===== src/rtl/sutset_pkg.sv =====
// ============================================================================
// sutset_pkg
// Shared types, constants and helpers for the sorted unique tuple set.
// ============================================================================
`default_nettype none

package sutset_pkg;

    localparam int CAPACITY    = 64;
    localparam int MAX_ARITY   = 8;
    localparam int SYMBOL_BITS = 8;
    localparam int IDX_W       = $clog2(CAPACITY);
    localparam int CNT_W       = $clog2(CAPACITY + 1);
    localparam int WORD_W      = 64;

    typedef enum logic [2:0] {
        REQ_ADD         = 3'd0,
        REQ_REMOVE      = 3'd1,
        REQ_SET         = 3'd2,
        REQ_CLEAR       = 3'd3,
        REQ_REMOVE_CONT = 3'd4,
        REQ_CONTAINS    = 3'd5
    } t_req;

    typedef enum logic [1:0] {
        ST_CHANGED   = 2'd0,
        ST_NO_CHANGE = 2'd1,
        ST_FULL      = 2'd2,
        ST_DUP       = 2'd3
    } t_status;

    typedef enum logic [2:0] {
        CELL_HOLD,
        CELL_EVAL,
        CELL_SORT,
        CELL_INSERT,
        CELL_SET
    } t_cell_op;

    typedef enum logic [2:0] {
        S_IDLE,
        S_EXEC,
        S_SCAN,
        S_DONE,
        S_OUT
    } t_state;

    typedef struct packed {
        t_cell_op            op;
        logic [2:0]          req;
        logic [WORD_W-1:0]   key;
        logic [WORD_W-1:0]   amask;
        logic [7:0]          cmask;
        logic [7:0]          val;
        logic [CNT_W-1:0]    pos;
        logic [CNT_W-1:0]    count;
        logic                phase;
    } t_cell_ctrl;

    // Clamp the arity register into 1..MAX_ARITY.
    function automatic logic [3:0] eff_arity(input logic [3:0] a);
        logic [3:0] r;
        r = a;
        if (r == 4'd0) r = 4'd1;
        if (r > 4'(MAX_ARITY)) r = 4'(MAX_ARITY);
        return r;
    endfunction

    // Mask that keeps the used symbols of a tuple word, symbol 0 on top.
    function automatic logic [WORD_W-1:0] arity_mask(input logic [3:0] a);
        logic [WORD_W-1:0] m;
        logic [3:0]        ea;
        m  = '0;
        ea = eff_arity(a);
        for (int j = 0; j < 8; j++) begin
            if (4'(j) < ea) begin
                m[WORD_W-1-8*j -: 8] = 8'((1 << SYMBOL_BITS) - 1);
            end
        end
        return m;
    endfunction

endpackage

`default_nettype wire


===== src/rtl/sutset_cell.sv =====
// ============================================================================
// sutset_cell
// One slot of the tuple chain: holds an entry, compares it with the request
// key, and trades entries with its neighbors on inserts and compaction.
// ============================================================================
`default_nettype none

module sutset_cell (
    input  wire logic                              i_clk,
    input  wire logic [sutset_pkg::IDX_W-1:0]      i_index,
    input  wire sutset_pkg::t_cell_ctrl            i_ctrl,
    input  wire logic [sutset_pkg::WORD_W-1:0]     i_left_data,
    input  wire logic                              i_left_keep,
    input  wire logic [sutset_pkg::WORD_W-1:0]     i_right_data,
    input  wire logic                              i_right_keep,
    output logic [sutset_pkg::WORD_W-1:0]          o_data,
    output logic                                   o_keep,
    output logic                                   o_lt,
    output logic                                   o_hit
);

    logic [sutset_pkg::WORD_W-1:0] r_data, n_data;
    logic r_keep, n_keep, r_lt, n_lt, r_hit, n_hit;

    logic [sutset_pkg::WORD_W-1:0] w_ke;
    logic w_eq, w_col, w_hit, w_pair_right, w_pair_left;
    logic [sutset_pkg::CNT_W-1:0] w_idx;

    assign w_idx = sutset_pkg::CNT_W'(i_index);
    assign w_ke  = r_data & i_ctrl.amask;
    assign w_eq  = (w_ke == i_ctrl.key);

    always_comb begin
        w_col = 1'b0;
        for (int j = 0; j < 8; j++) begin
            if (i_ctrl.cmask[j] && (|i_ctrl.amask[sutset_pkg::WORD_W-1-8*j -: 8]) &&
                (w_ke[sutset_pkg::WORD_W-1-8*j -: 8] == i_ctrl.val)) begin
                w_col = 1'b1;
            end
        end
    end

    always_comb begin
        case (i_ctrl.req)
            sutset_pkg::REQ_REMOVE_CONT: w_hit = w_col;
            sutset_pkg::REQ_CONTAINS:    w_hit = (w_ke[sutset_pkg::WORD_W-1 -: 8] == i_ctrl.val);
            default:                     w_hit = w_eq;
        endcase
    end

    // Odd-even transposition: a kept entry moves left past a dropped one.
    assign w_pair_right = (i_index[0] == i_ctrl.phase);
    assign w_pair_left  = !w_pair_right;

    always_comb begin
        n_data = r_data;
        n_keep = r_keep;
        n_lt   = r_lt;
        n_hit  = r_hit;
        case (i_ctrl.op)
            sutset_pkg::CELL_EVAL: begin
                n_lt   = (w_ke < i_ctrl.key);
                n_hit  = w_hit;
                n_keep = (w_idx < i_ctrl.count) &&
                         !(w_hit && ((i_ctrl.req == sutset_pkg::REQ_REMOVE) ||
                                     (i_ctrl.req == sutset_pkg::REQ_REMOVE_CONT)));
            end
            sutset_pkg::CELL_SORT: begin
                if (w_pair_right && !r_keep && i_right_keep) begin
                    n_data = i_right_data;
                    n_keep = 1'b1;
                end else if (w_pair_left && !i_left_keep && r_keep) begin
                    n_data = i_left_data;
                    n_keep = 1'b0;
                end
            end
            sutset_pkg::CELL_INSERT: begin
                if (w_idx == i_ctrl.pos) begin
                    n_data = i_ctrl.key;
                end else if (w_idx > i_ctrl.pos) begin
                    n_data = i_left_data;
                end
            end
            sutset_pkg::CELL_SET: begin
                if (w_idx == '0) begin
                    n_data = i_ctrl.key;
                end
            end
            default: begin
            end
        endcase
    end

    always_ff @(posedge i_clk) begin
        r_data <= n_data;
        r_keep <= n_keep;
        r_lt   <= n_lt;
        r_hit  <= n_hit;
    end

    assign o_data = r_data;
    assign o_keep = r_keep;
    assign o_lt   = r_lt;
    assign o_hit  = r_hit;

endmodule

`default_nettype wire


===== config.mk =====
export PLATFORM = sky130hd
export DESIGN_NAME = sutset_cell
export DESIGN_NICKNAME = d
export VERILOG_FILES = /design/src/rtl/sutset_pkg.sv /design/src/rtl/sutset_cell.sv
export SDC_FILE = /design/constraint.sdc
export NUM_CORES = 1
export LEC_CHECK = 0
export ABC_AREA = 1
export BUFFER_PORTS_ARGS = -buffer_cell sky130_fd_sc_hd__buf_4
export CORE_MARGIN = 1.5
export CORE_UTILIZATION = 35
export CTS_CLUSTER_DIAMETER = 30
export DETAILED_ROUTE_END_ITERATION = 7
export PLACE_DENSITY_LB_ADDON = 0.25
export SETUP_SLACK_MARGIN = 0.3
export SLEW_MARGIN = 10
export SYNTH_ARGS = -nofsm -noshare
export SYNTH_HDL_FRONTEND = slang
export SYNTH_SLANG_ARGS = --single-unit

===== constraint.sdc =====
create_clock -name i_clk -period 2.6 [get_ports i_clk]
set_clock_uncertainty 0.05 [all_clocks]
set_input_delay 0 -clock i_clk [delete_from_list [all_inputs] [get_ports i_clk]]
set_output_delay 0 -clock i_clk [all_outputs]
set_load 0.005 [all_outputs]

# After elaboration in Yosys (flattened, before gate mapping)

Index checks and enable logic that the tools add are counted.

Flip-flop bits (word level): 67
Latch bits: 0
RAM bits: 0
Memory bits (read-only): 0
Output and inout bits: 67
Memories kept: 0

Add/subtract/negate cells: 0
Multipliers: 0
Divide/modulo/power cells: 0
Order comparisons: 3
Equal/unequal tests: 21
Shifts and indexed selects: 0
Muxes and demuxes: 18
Bitwise gates (word level): 1
Reductions and logical operators: 40

Operators by type and width:

| cell                                          | number |
|---|---|
| two-way mux 64 bit                            | 5 |
| case mux 64 bit (3 select lines)              | 1 |
| AND 64 bit                                    | 1 |
| == test 64 bit                                | 1 |
| == test 8 bit                                 | 8 |
| < comparator 64 bit                           | 1 |
| OR reduction 8 bit                            | 8 |
| logical AND 1 bit                             | 22 |
| two-way mux 1 bit                             | 10 |
| == test 3 bit, second input constant          | 3 |
| == test 6 x 7 -> 1 bit                        | 1 |
| greater-than comparator 6 x 7 -> 1 bit        | 1 |
| logical NOT 7 bit                             | 1 |
| < comparator 6 x 7 -> 1 bit                   | 1 |
| == test 3 x 1 -> 1 bit, second input constant | 2 |
| == test 3 x 2 -> 1 bit, second input constant | 2 |
| != test 3 bit, second input constant          | 2 |
| logical NOT 1 bit                             | 4 |
| case mux 1 bit (2 select lines)               | 2 |
| AND reduction 4 bit                           | 1 |
| nonzero test 3 bit                            | 1 |
| != test 2 bit, second input constant          | 1 |
| AND reduction 2 bit                           | 1 |
| nonzero test 2 bit                            | 1 |
| 2 further kinds                               | 2 |

# Logic depth before layout (Yosys ltp)

Depth in word-level cells: 16
Gate-level depth with buffers: 16
Gate-level depth less buffers: 15

# Worst setup path before layout

No wires, ideal clock.

Path kind: reg2reg
From: register r_keep (netlist: o_keep)
To: register r_data, in the netlist o_data[0], enable pin
Data arrival time: 2.445 ns
Data required time: 2.120 ns
Path slack: -0.325 ns
Stages on the path, launching flop included: 6
Buffers on the path: 0
Clock period less this slack: 2.925 ns
Cell sequence: edfxtp_1 > inv_1 > nand2_1 > nor2_2 > a211o_1 > o311a_1

Word-level cells in the longest chain between the ends: 5

RTL lines:

| item                              | line              | text |
|---|---|---|
| start: declaration                | sutset_cell.sv:23 | `logic r_keep, n_keep, r_lt, n_lt, r_hit, n_hit;` |
| start signal: assignment          | sutset_cell.sv:96 | `r_keep <= n_keep;` |
| logical NOT 1 bit                 | sutset_cell.sv:69 | `if (w_pair_right && !r_keep && i_right_keep) begin` |
| logical AND 1 bit (2 in series)   | sutset_cell.sv:69 |  |
| != test 3 bit (no line) (*)       | -                 |  |
| AND reduction 4 bit (no line) (*) | -                 |  |
| end signal: assignment            | sutset_cell.sv:95 | `r_data <= n_data;` |
| end: declaration                  | sutset_cell.sv:22 | `logic [sutset_pkg::WORD_W-1:0] r_data, n_data;` |

Every way passes the cells marked *; elsewhere a longest branch is shown, timed or not.
A chain may end at the register's enable or synchronous reset.

# Worst setup path after layout

From: register r_data, in the netlist o_data[44]
To: register r_keep (netlist: o_keep), data pin

Word-level cells in the longest chain between the ends: 14

RTL lines:

| item                                | line              | text |
|---|---|---|
| AND 64 bit (*)                      | sutset_cell.sv:30 | `assign w_ke = r_data & i_ctrl.amask;` |
| == test 8 bit                       | sutset_cell.sv:37 | `(w_ke[sutset_pkg::WORD_W-1-8*j -: 8] == i_ctrl.val)) begin` |
| logical AND 1 bit                   | sutset_cell.sv:36 | `if (i_ctrl.cmask[j] && (\|i_ctrl.amask[sutset_pkg::WORD_W-1-8*j -: 8]) &&` |
| two-way mux 1 bit (6 in series)     | sutset_cell.sv:36 |  |
| case mux 1 bit (2 select lines) (*) | sutset_cell.sv:44 | `case (i_ctrl.req)` |
| named net w_hit                     | sutset_cell.sv:26 | `logic w_eq, w_col, w_hit, w_pair_right, w_pair_left;` |
| logical AND 1 bit (*)               | sutset_cell.sv:65 | `!(w_hit && ((i_ctrl.req == sutset_pkg::REQ_REMOVE) \|\|` |
| logical NOT 1 bit (*)               | sutset_cell.sv:65 |  |
| logical AND 1 bit (*)               | sutset_cell.sv:64 | `n_keep = (w_idx < i_ctrl.count) &&` |
| case mux 1 bit (2 select lines) (*) | sutset_cell.sv:60 | `case (i_ctrl.op)` |
| named net n_keep                    | sutset_cell.sv:23 |  |

The timed path passes the listed nets; every way through them passes the cells marked *.

==> run metrics <==
outcome completed; sequential fraction of the synthesis area 0.284; Setup-failing EPs final 0; Worst EP required 2650 ps; Placed Area 0.0101 mm²; Core Area 0.0197 mm²; Avg Cell Area, Syn 6.81 µm²; synth warn 0; crit-path max FO 2; Rows 51; pin count of the biggest net entering global routing 65; clk slew on worst S/H paths 60 ps; H-Tree Depth 3; Syn Nets 1,419; DR WL/cell 18.5 µm; global route overflow 0; initial antenna violation count 2; mapped cell area 0.00709 mm²; Initial DRC Count 647; Routed Antenna Nets 0; starting density of the core 0.361; pre-CTS setup slack 129 ps; routability cong. 0.921; Die Span Y 145 µm; Final Critical Period 2370 ps; gr usage total 0.306; Leak 6.38 nW; Max Slew Vio Count 0; fin area 0.0121 mm²; I/O pin total 369; RSZ-0062 raised after global routing yes; Worst setup SP type register; vias in the first global route 9,197; Worst Path Arrival 2420 ps; Total Neg Setup Slack 0 ps; most frequent cells in the layout buf_4, nand2_1, inv_1; CTS tree built; Area Growth Syn to Fin 70.4%; Vias/cell 5.16; Die Area 0.0211 mm²; Async SR Flop Fraction 0; synthesized instance count 1,042; Hold Crit Class input port to register; crit path cell chain nand2_2 > inv_2 > ha_1 > nand2_2 > nor2_1 > nand4_1 > nor3_4 > nand2_2 > nor2_2 > nor2_1 > nand2_1 > nand2_1 > nand3_1 > nand2_1; CP Capture Type register; Post-synth EDFFs 67; Die W 145 µm; drt first pass iters 5; Layout Utilization 0.615; fmax 0.422 GHz; clk sinks 67; post-layout net count 1,926; cells on worst reg2reg path 14; final worst slack 230 ps; CP Class register to register; cell family with most CP delay simple AND/OR/NAND/NOR gates; power density cells 355 mW/mm²; final worst-path cycle share 0.912; ys flop type edfxtp_1; slowest CP cell edfxtp_1; Max clock buf depth 2; hold path depth 3; Hold Fails Final Rpt 0; Worst slew margin 0.533; library cells used by synthesis 33; first-pass GRT wire length 50,200 µm; measured slew at the worst slew-check pin 696 ps; Port Buf Inserts 368; Inserted Clock Buffers 9; WP buf/inv 1; Crit path largest cell delay 410 ps; Root Driver clkbuf_16; DR vias 9,392; Max-cap violations 0; critical path depth 14; final WL 33,700 µm; clk_lat worst skew 350 ps; #FFs+latches synth 67; post-DP HPWL 24,000 µm; Post-route DRC 0; Peak VDD IR 0.000279 V; share of layout cells above drive strength 1 0.301; commonest non-fill, non-tap cell in the layout buf_4
==> through the flow <==
step	hold WS, ps	instances	power, mW
after floorplan	159	1042	1.96
after global placement	248	1650	2.63
after detailed placement	251	1650	2.65
after CTS	0.0139	1804	4.23
after global routing	11.4	1821	4.50
final	10.6	1821	4.29
==> cells by family (layout without fill, tap and decap cells) <==
| logic type | after synthesis | in the layout | synth area share |
|---|---|---|---|
| and+or+nand+nor | 546 | 546 | 0.322 |
| buffers and inverters | 207 | 718 | 0.123 |
| AOI/OAI and AO/OA | 141 | 142 | 0.131 |
| adders and majority gates | 75 | 75 | 0.132 |
| DFF | 67 | 67 | 0.284 |
| xor gates and xnor gates | 6 | 6 | 0.00741 |
| other | 0 | 2 | 0 |
==> metal layers <==
metal / global-route usage / routed length, µm / vias up
li1: - / - / 4488
met1: 0.368 / 13300 / 4327
met2: 0.538 / 16600 / 490
met3: 0.0508 / 2540 / 87
met4: 0.133 / 1230 / 0
met5: 0 / 0 / -
==> sequential cells by signal (all words and copies together) (netlist names) <==
| signal | flops |
|---|---|
| o_data | 64 |
| o_hit | 1 |
| o_keep | 1 |
| o_lt | 1 |
==> area by class of cell <==
type	instances	area [µm²]
diodes	2	5.00
clock buffers	10	229
clock inverters	6	90.1
fillers	1781	7570
inverters	173	649
multi-input cells	769	4420
flip-flops and latches	67	2010
well taps	265	332
repair buffers	529	4350
==> worst paths after layout <==
path	slack (ps)	endpoint	startpoint
max	230	o_keep	o_data[44]
max reg2reg	230	o_keep	o_data[44]
min reg2reg	970	o_keep	o_keep
min	10	o_data[54]	i_right_data[54]
==> tightest hold or removal path, stage by stage <==
cell,delay (ps)
buf_4,80
nand3_1,60
o211ai_1,130
==> cell usage after synthesis (2+ instances only) <==
cell type	instances	area share
a21oi_1	40	0.028
clkbuf_1	4	0.0021
o21a_1	6	0.0063
buf_1	5	0.0026
nand2_1	312	0.17
o21ai_0	19	0.013
buf_6	8	0.013
o211ai_1	68	0.072
buf_4	7	0.0074
nor3_1	3	0.0021
nand3_1	122	0.086
buf_2	10	0.0071
inv_1	165	0.087
inv_2	8	0.0042
nor3_2	2	0.0028
nor2_2	2	0.0018
ha_1	75	0.13
xor2_1	6	0.0074
nor2_1	81	0.043
edfxtp_1	67	0.28
nand4_1	20	0.018
==> repair_timing <==
| item | in CTS | in global routing |
|---|---|---|
| gates cloned | 0 | 1 |
| hold buffers | 129 | 0 |
| resized for setup | 8 | 36 |
| pin swaps | 7 | 22 |
| endpoints found under the setup margin | 1 | 35 |
| setup buffers | 9 | 14 |
| hold endpoints to repair | 66 | 0 |
==> power breakdown <==
group	total (mW)	switching, mW	internal, mW
sequential	1.33	0.0424	1.28
combinational	1.60	0.773	0.825
clock	1.37	0.525	0.843
(Power assumes the default switching activity.)
